===== src/rtl/core/assert_macros.svh =====
// ----------------------------------------------------------------------------
// Assertion macros
// Shared concurrent assertion wrappers for the heap allocator RTL.
// ----------------------------------------------------------------------------
`ifndef ASSERT_MACROS_SVH
`define ASSERT_MACROS_SVH
`ifndef ASSERT_OFF
// Checked while reset is released.
`define ILA_ASSERT(lbl, clk, rstn, prop) \
  lbl: assert property (@(posedge clk) disable iff (!rstn) prop) \
    else $error("assertion failed");
// Checked at every edge, reset included.
`define ILA_ASSERT_ALWAYS(lbl, clk, prop) \
  lbl: assert property (@(posedge clk) prop) else $error("assertion failed");
`else
`define ILA_ASSERT(lbl, clk, rstn, prop)
`define ILA_ASSERT_ALWAYS(lbl, clk, prop)
`endif
`endif


===== src/rtl/core/ila_pkg.sv =====
// ----------------------------------------------------------------------------
// ila_pkg
// Types and fixed constants of the implicit-list heap allocator.
// ----------------------------------------------------------------------------
package ila_pkg;

  localparam int unsigned CHUNK_W     = 17;
  localparam int unsigned REQ_W       = 16;
  localparam int unsigned ADDR_W      = 16;
  localparam int unsigned GROW_W      = 18;
  localparam int unsigned CHUNK_RESET = 4096;
  localparam int unsigned TAG_BYTES   = 16;
  localparam int unsigned MIN_SPLIT   = 24;

  localparam logic OP_ALLOC = 1'b0;
  localparam logic OP_FREE  = 1'b1;

  typedef enum logic [4:0] {
    S_INIT_PRO, S_INIT_HDR, S_INIT_FTR, S_INIT_EPI,
    S_IDLE, S_DISPATCH, S_WALK_RD, S_WALK_CHK,
    S_FREE_WH, S_FREE_WF,
    S_GROW, S_GROW_WH, S_GROW_WF, S_GROW_WE,
    S_M_PF, S_M_PH, S_M_NH, S_M_CALC, S_M_WH, S_M_WF,
    S_CARVE, S_C_WF, S_C_SF, S_C_SRH, S_C_SRF,
    S_RESP_OK, S_RESP_NULL
  } ila_state_e;

  typedef enum logic [4:0] {
    DP_NONE,
    DP_INIT_PRO, DP_INIT_HDR, DP_INIT_FTR, DP_INIT_EPI,
    DP_LOAD, DP_RD_B, DP_STEP, DP_TAKE,
    DP_WR_HDR_FREE, DP_WR_FTR_FREE, DP_WR_HDR_USED, DP_WR_FTR_USED, DP_WR_EPI,
    DP_GROW, DP_RD_PF, DP_RD_PH, DP_RD_NH, DP_MCALC,
    DP_SPL_H, DP_SPL_F, DP_SPL_RH, DP_SPL_RF,
    DP_RESP_OK, DP_RESP_NULL
  } dp_cmd_e;

  typedef struct packed {
    logic is_free;
    logic req_zero;
    logic addr_zero;
    logic at_end;
    logic size_zero;
    logic fit;
    logic used;
    logic hit;
    logic past;
    logic split;
    logic no_room;
    logic both_used;
    logic out_free;
  } dp_status_t;

endpackage


===== src/rtl/core/ila_ctrl.sv =====
// ----------------------------------------------------------------------------
// ila_ctrl
// Sequencer that walks, splits, grows and merges heap blocks.
// ----------------------------------------------------------------------------
module ila_ctrl (
  input  logic                clk_i,
  input  logic                rst_ni,
  input  logic                req_valid_i,
  output logic                req_ready_o,
  input  ila_pkg::dp_status_t st_i,
  output ila_pkg::dp_cmd_e    cmd_o
);
  import ila_pkg::*;

  ila_state_e state_q, state_d;

  always_ff @(posedge clk_i or negedge rst_ni) begin
    if (!rst_ni) begin
      state_q <= S_INIT_PRO;
    end else begin
      state_q <= state_d;
    end
  end

  always_comb begin
    state_d     = state_q;
    cmd_o       = DP_NONE;
    req_ready_o = 1'b0;
    case (state_q)
      S_INIT_PRO: begin cmd_o = DP_INIT_PRO; state_d = S_INIT_HDR; end
      S_INIT_HDR: begin cmd_o = DP_INIT_HDR; state_d = S_INIT_FTR; end
      S_INIT_FTR: begin cmd_o = DP_INIT_FTR; state_d = S_INIT_EPI; end
      S_INIT_EPI: begin cmd_o = DP_INIT_EPI; state_d = S_IDLE; end
      S_IDLE: begin
        req_ready_o = 1'b1;
        if (req_valid_i) begin
          cmd_o   = DP_LOAD;
          state_d = S_DISPATCH;
        end
      end
      S_DISPATCH: begin
        if (st_i.is_free) begin
          state_d = st_i.addr_zero ? S_RESP_NULL : S_WALK_RD;
        end else begin
          state_d = st_i.req_zero ? S_RESP_NULL : S_WALK_RD;
        end
      end
      S_WALK_RD: begin
        if (st_i.at_end) begin
          state_d = st_i.is_free ? S_RESP_NULL : S_GROW;
        end else begin
          cmd_o   = DP_RD_B;
          state_d = S_WALK_CHK;
        end
      end
      S_WALK_CHK: begin
        if (st_i.is_free) begin
          if (st_i.size_zero) begin
            state_d = S_RESP_NULL;
          end else if (st_i.hit) begin
            if (st_i.used) begin
              cmd_o   = DP_TAKE;
              state_d = S_FREE_WH;
            end else begin
              state_d = S_RESP_NULL;
            end
          end else if (st_i.past) begin
            state_d = S_RESP_NULL;
          end else begin
            cmd_o   = DP_STEP;
            state_d = S_WALK_RD;
          end
        end else begin
          if (st_i.size_zero) begin
            state_d = S_GROW;
          end else if (st_i.fit) begin
            cmd_o   = DP_TAKE;
            state_d = S_CARVE;
          end else begin
            cmd_o   = DP_STEP;
            state_d = S_WALK_RD;
          end
        end
      end
      S_FREE_WH: begin cmd_o = DP_WR_HDR_FREE; state_d = S_FREE_WF; end
      S_FREE_WF: begin cmd_o = DP_WR_FTR_FREE; state_d = S_M_PF; end
      S_GROW: begin
        if (st_i.no_room) begin
          state_d = S_RESP_NULL;
        end else begin
          cmd_o   = DP_GROW;
          state_d = S_GROW_WH;
        end
      end
      S_GROW_WH: begin cmd_o = DP_WR_HDR_FREE; state_d = S_GROW_WF; end
      S_GROW_WF: begin cmd_o = DP_WR_FTR_FREE; state_d = S_GROW_WE; end
      S_GROW_WE: begin cmd_o = DP_WR_EPI;      state_d = S_M_PF; end
      S_M_PF:    begin cmd_o = DP_RD_PF;       state_d = S_M_PH; end
      S_M_PH:    begin cmd_o = DP_RD_PH;       state_d = S_M_NH; end
      S_M_NH:    begin cmd_o = DP_RD_NH;       state_d = S_M_CALC; end
      S_M_CALC: begin
        cmd_o = DP_MCALC;
        if (st_i.both_used) begin
          state_d = st_i.is_free ? S_RESP_NULL : S_CARVE;
        end else begin
          state_d = S_M_WH;
        end
      end
      S_M_WH: begin cmd_o = DP_WR_HDR_FREE; state_d = S_M_WF; end
      S_M_WF: begin
        cmd_o   = DP_WR_FTR_FREE;
        state_d = st_i.is_free ? S_RESP_NULL : S_CARVE;
      end
      S_CARVE: begin
        if (st_i.split) begin
          cmd_o   = DP_SPL_H;
          state_d = S_C_SF;
        end else begin
          cmd_o   = DP_WR_HDR_USED;
          state_d = S_C_WF;
        end
      end
      S_C_WF:  begin cmd_o = DP_WR_FTR_USED; state_d = S_RESP_OK; end
      S_C_SF:  begin cmd_o = DP_SPL_F;       state_d = S_C_SRH; end
      S_C_SRH: begin cmd_o = DP_SPL_RH;      state_d = S_C_SRF; end
      S_C_SRF: begin cmd_o = DP_SPL_RF;      state_d = S_RESP_OK; end
      S_RESP_OK: begin
        if (st_i.out_free) begin
          cmd_o   = DP_RESP_OK;
          state_d = S_IDLE;
        end
      end
      S_RESP_NULL: begin
        if (st_i.out_free) begin
          cmd_o   = DP_RESP_NULL;
          state_d = S_IDLE;
        end
      end
      default: state_d = S_IDLE;
    endcase
  end
endmodule


===== config.mk =====
export PLATFORM = sky130hd
export DESIGN_NAME = ila_ctrl
export DESIGN_NICKNAME = d
export VERILOG_FILES = /design/src/rtl/core/assert_macros.svh /design/src/rtl/core/ila_pkg.sv /design/src/rtl/core/ila_ctrl.sv
export SDC_FILE = /design/constraint.sdc
export NUM_CORES = 1
export LEC_CHECK = 0
export BUFFER_PORTS_ARGS = -buffer_cell sky130_fd_sc_hd__buf_2
export CORE_MARGIN = 2
export CORE_UTILIZATION = 55
export CTS_BUF_LIST = sky130_fd_sc_hd__clkbuf_16
export CTS_CLUSTER_SIZE = 8
export DETAILED_ROUTE_END_ITERATION = 16
export PLACE_DENSITY = 0.83
export SYNTH_ARGS = -nofsm -noshare
export SYNTH_HDL_FRONTEND = slang
export SYNTH_SLANG_ARGS = --single-unit

===== constraint.sdc =====
create_clock -name clk_i -period 1.7 [get_ports clk_i]
set_input_delay 0.255 -clock clk_i [delete_from_list [all_inputs] [get_ports clk_i]]
set_output_delay 0.255 -clock clk_i [all_outputs]
set_load 0.03 [all_outputs]

==> summary.md, run 1 <==
## Status
* error message: [ERROR DPL-0038] Utilization greater than 100%, impossible to legalize
* run status: aborted with a tool error
* stage where the run ended: global routing (5_1_grt)

## Synth
* async set-or-reset flop fraction in the synthesized netlist: 1.00
* dominant register cell in the synthesized netlist: dfrtp_1
* Syn Std Cell Area: 1100 um^2
* Avg Inst Size Synth: 7.22 um^2
* net count of the mapped netlist: 169
* share of synthesized area occupied by flip-flops and latches: 0.113
* number of distinct library cell variants in the gate-level netlist after synthesis: 56
* Warnings, synthesis: 0
* number of enable-type register cells in the synthesized netlist: 0
* cell count after synthesis: 153
* number of flip-flops and latches in the synthesized netlist: 5

## Die
* number of ports placed on the die boundary: 22
* number of core rows: 16
* starting utilization of the core area: 0.575
* vertical die dimension: 48.8 um
* overall die width: 48.8 um

## Place
* Cells after DPL: 220
* count of input and output buffers: 21
* routability congestion estimate: 0.989
* DP Wirelength: 2.78 mm
* Post-DP Area: 1420 um^2

## Clock network
* Inserted Clock Buffers: 3
* H-tree depth: 1
* Sink Count: 5
* buffer cell driving the clock tree root: clkbuf_16
* maximum number of buffers from clock root to sink: 2

## STA
* kind of the worst endpoint: top-level output
* worst setup endpoint after the global-route repair_timing: cmd_o[0]

## Global routing
* largest net degree at the start of global routing: 13

cell usage after synthesis, drive strengths merged, types with 4 or more instances:
library cell | n | share of area
buf | 14 | 0.094
o21ai | 13 | 0.059
nor2 | 11 | 0.037
a21oi | 10 | 0.045
nand2 | 10 | 0.034
nand2b | 9 | 0.051
a31oi | 6 | 0.034
dfrtp | 5 | 0.11
o21a | 5 | 0.034
inv | 4 | 0.014
nor3b | 4 | 0.032
nor4b | 4 | 0.049
kinds of logic after synthesis:
group | after synthesis | share of synthesized area
and+or+nand+nor | 62 | 0.354
xor gates and xnor gates | 2 | 0.0159
DFF | 5 | 0.113
buffers and inverters | 20 | 0.114
muxes | 1 | 0.00906
AOI/OAI and AO/OA | 63 | 0.393
what timing repair did:
| action | CTS |
|---|---|
| gates resized for setup | 40 |
| hold buffers | 1 |
| gates cloned | 1 |
| pin swaps | 9 |
| hold endpoints to repair | 5 |
| buffers inserted | 12 |
| endpoints found under the setup margin | 10 |
metrics by stage:
step / TNS [ps] / setup slack [ps]
floorplan: -215 / -115
global placement: -413 / -98.1
detailed placement: -702 / -154
CTS: -1590 / -316
==> inputs of run 2 (changes only) <==
- CORE_AREA: not set -> 2 2 63 65
- CORE_MARGIN: 2 -> not set
- CORE_UTILIZATION: 55 -> not set
- CTS_BUF_LIST: sky130_fd_sc_hd__clkbuf_16 -> not set
- CTS_CLUSTER_SIZE: 8 -> not set
- DIE_AREA: not set -> 0 0 65 67
- PLACE_DENSITY: 0.83 -> not set
- PLACE_DENSITY_LB_ADDON: not set -> 0.15
==> run 2 against run 1 <==
The flow now finishes, with violations (negative setup slack). Synthesized cell count unchanged. Area after synthesis did not move.
==> summary.md, run 2 <==
## Global routing
* total congestion overflow: 0
* global-route usage over all layers: 0.201
* met2 track demand over resource in global routing: 0.343
* Most Crowded Layer GR: met2
* met1 track utilization from global routing: 0.256
* number of antenna violations at the first check in global routing: 0
* global-route met3 utilization: 0.0236
* first-pass GRT wire length: 6.79 mm
* vias in the first global route: 1431
* largest net degree at the start of global routing: 17

## Worst setup path
* launching element of the worst setup path: state_q[1]
* slowest stage cell on the critical path: dfrtp_2
* Max FO, Critical Path: 7
* critical path data required time: 1440 ps
* endpoint kind of the worst setup timing path: primary output
* Critical R2R Capture: state_q[0]
* depth of the worst register-to-register path: 8
* beginning of the worst register-to-register path: state_q[3]
* classification of the worst setup path: reg -> out
* worst reg-to-reg setup slack: -110 ps
* delay of the slowest cell on the worst path: 460 ps
* sort of element at the start of the critical path: flip-flop
* Data arrival, critical path: 1690 ps
* worst path cell trace: buf_6 -> a211o_1 -> a211oi_2 -> o211ai_1 -> buf_4
* Worst setup endpoint: cmd_o[0]

## Final layout
* max reg flops: 5
* biggest regs: state_q (5)
* most common library cell in the layout ignoring fill and taps: buf_4
* Fillers: 360
* antenna cell count: 0
* area added between synthesis and finish: 58.4%
* register with the most flip-flops: state_q
* fraction of final layout cells sized beyond drive strength 1: 0.483
* Layout Nets: 224
* commonest cells after routing, fill and taps aside: 34 x buf_4, 15 x buf_2, 15 x buf_6
* end-of-flow core utilization: 0.485

## Hold path
* Hold WC Path Type: in -> async

## Die
* CORE AREA: 3610 um^2
* vertical die dimension: 67 um, was 48.8 um
* starting utilization of the core area: 0.306, was 0.575
* number of core rows: 22, was 16
* number of ports placed on the die boundary: 22, unchanged
* overall die area: 4360 um^2
* overall die width: 65 um, was 48.8 um

## STA
* maximum achievable frequency: 513 MHz
* post-route clock skew: 9.10 ps
* fin worst setup slack: -250 ps
* Pins Over Slew Limit: 0
* RSZ-0062 raised after global routing: true
* count of endpoints failing setup in the final report: 8
* Worst slew margin: 0.748
* Fin. Hold Viols: 0
* fin crit period: 1950 ps
* worst hold margin: 372 ps
* share of the clock period used by the worst path after layout: 1.15
* transition time at the pin with the least slew margin: 374 ps

## Synth
* Avg Inst Size Synth: 7.22 um^2, unchanged
* number of distinct library cell variants in the gate-level netlist after synthesis: 56, unchanged
* number of flip-flops and latches in the synthesized netlist: 5, unchanged
* cell count after synthesis: 153, unchanged
* net count of the mapped netlist: 169, unchanged
* async set-or-reset flop fraction in the synthesized netlist: 1.00, unchanged
* Syn Std Cell Area: 1100 um^2, unchanged
* share of synthesized area occupied by flip-flops and latches: 0.113, unchanged
* dominant register cell in the synthesized netlist: dfrtp_1, unchanged
* fraction of post-synthesis cell area in the top cell type by area: 0.113, unchanged
* Warnings, synthesis: 0, unchanged
* cell with the most instances after synthesis: nor2_1, unchanged
* cell type with the highest aggregate area in the netlist: dfrtp_1, unchanged
* top cells by count, synth: 11 x nor2_1, 10 x a21oi_1, 10 x nand2_1, unchanged
* synth top area cells: dfrtp_1 11%, nand2b_1 5.1%, a21oi_1 4.5%, unchanged
* number of enable-type register cells in the synthesized netlist: 0, unchanged

## Detailed routing
* total DRC errors in the routed layout: 0
* average wire length per cell after detail routing: 16.5 um
* detailed-route vias per instance: 5.65
* Pre-Repair DR Iteration Count: 4
* final antenna-violating net count: 0
* Iteration-0 DRC Markers: 83
* Total Wirelength: 4.20 mm
* routed via count: 1440

## Clock network
* clock tree from TritonCTS: done
* Sink Count: 5, unchanged
* buffer cell driving the clock tree root: clkbuf_8, was clkbuf_16
* Clock Latency Late Sink: 230 ps
* register clock-pin slew on the reported worst setup and hold paths: 40 ps
* maximum number of buffers from clock root to sink: 2, unchanged
* Inserted Clock Buffers: 3, unchanged
* H-tree depth: 1, unchanged

## Place
* routability congestion estimate: 0.917, was 0.989
* DP Wirelength: 2.90 mm, was 2.78 mm
* count of input and output buffers: 21, unchanged

## Pwr
* worst voltage drop across the vdd grid: 0.000555 V
* power per cell area: 2220 nW/um^2
* Static Leakage: 0.728 nW

## Status
* violated checks: negative setup slack
* run status: finished with violations, was aborted with a tool error

## Flow run
* count of max-cap constraint violations: 0

==> run 2: cell counts after synthesis <==
No cell type changed its count.
==> run 2: stage by stage <==
stage	cell area [um^2]	instances	power (mW)	setup TNS (ps)	worst slack, ps
after CTS	1650	254	3.60	-1100	-231
after global placement	1390	235	2.84	-490	-160
final	1750	255	3.88	-1460	-250
after detailed placement	1390	235	2.87	-744	-179
after floorplan	1130	153	2.14	-215	-115
after global routing	1750	255	4.16	-2170	-340
==> run 2: final cells by class <==
cell class / instances / area (um^2) / area share
clock buffer: 4 / 45.0 / 0.0257
inverter: 4 / 15.0 / 0.00858
multi-input combinational: 128 / 982 / 0.561
sequential: 5 / 131 / 0.0751
tap: 48 / 60.1 / 0.0343
timing repair buffer: 66 / 517 / 0.295
==> run 2: logic make-up after synthesis <==
logic type                after synthesis  share of synthesized area
muxes                                   1                    0.00906
buffers and inverters                  20                      0.114
and+or+nand+nor                        62                      0.354
xor gates and xnor gates                2                     0.0159
AOI/OAI and AO/OA                      63                      0.393
DFF                                     5                      0.113
==> run 2: report_power, final <==
| part | switching (mW) | internal (mW) |
|---|---|---|
| clock network | 0.0609 | 0.161 |
| logic | 1.71 | 1.61 |
| registers | 0.148 | 0.198 |
==> run 2: critical path, delay by kind of cell, from the launching register on <==
kind | cells | cell delay, ps
buffers and inverters | 2 | 320
flip-flops | 1 | 460
AO/OA/AOI/OAI | 3 | 690
==> run 2: worst min path at each step <==
stage / from / endpoint / slack, ps / cells past startpoint
3_3_place_gp: rst_ni / state_q[0] / 70 / 1
5_1_grt: rst_ni / state_q[0] / 380 / 2
2_1_floorplan: rst_ni / state_q[0] / -40 / 0
6_report: rst_ni / state_q[0] / 370 / 2
3_5_place_dp: rst_ni / state_q[0] / 70 / 1
4_1_cts: rst_ni / state_q[0] / 370 / 2
==> run 2: metal layers <==
| layer | vias to the layer above | part of all wire |
|---|---|---|
| li1 | 693 | - |
| met1 | 684 | 0.45 |
| met2 | 55 | 0.48 |
| met3 | 8 | 0.052 |
| met4 | 0 | 0.018 |
| met5 | - | 0 |
==> run 2: repair_timing <==
action,4_1_cts,5_1_grt
setup buffers,14,2
gates resized for setup,31,21
hold buffers,1,0
endpoints found under the hold margin,5,0
endpoints found under the setup margin,7,11
pin swaps,9,10
No activity file was read; power rests on OpenSTA's default activity.
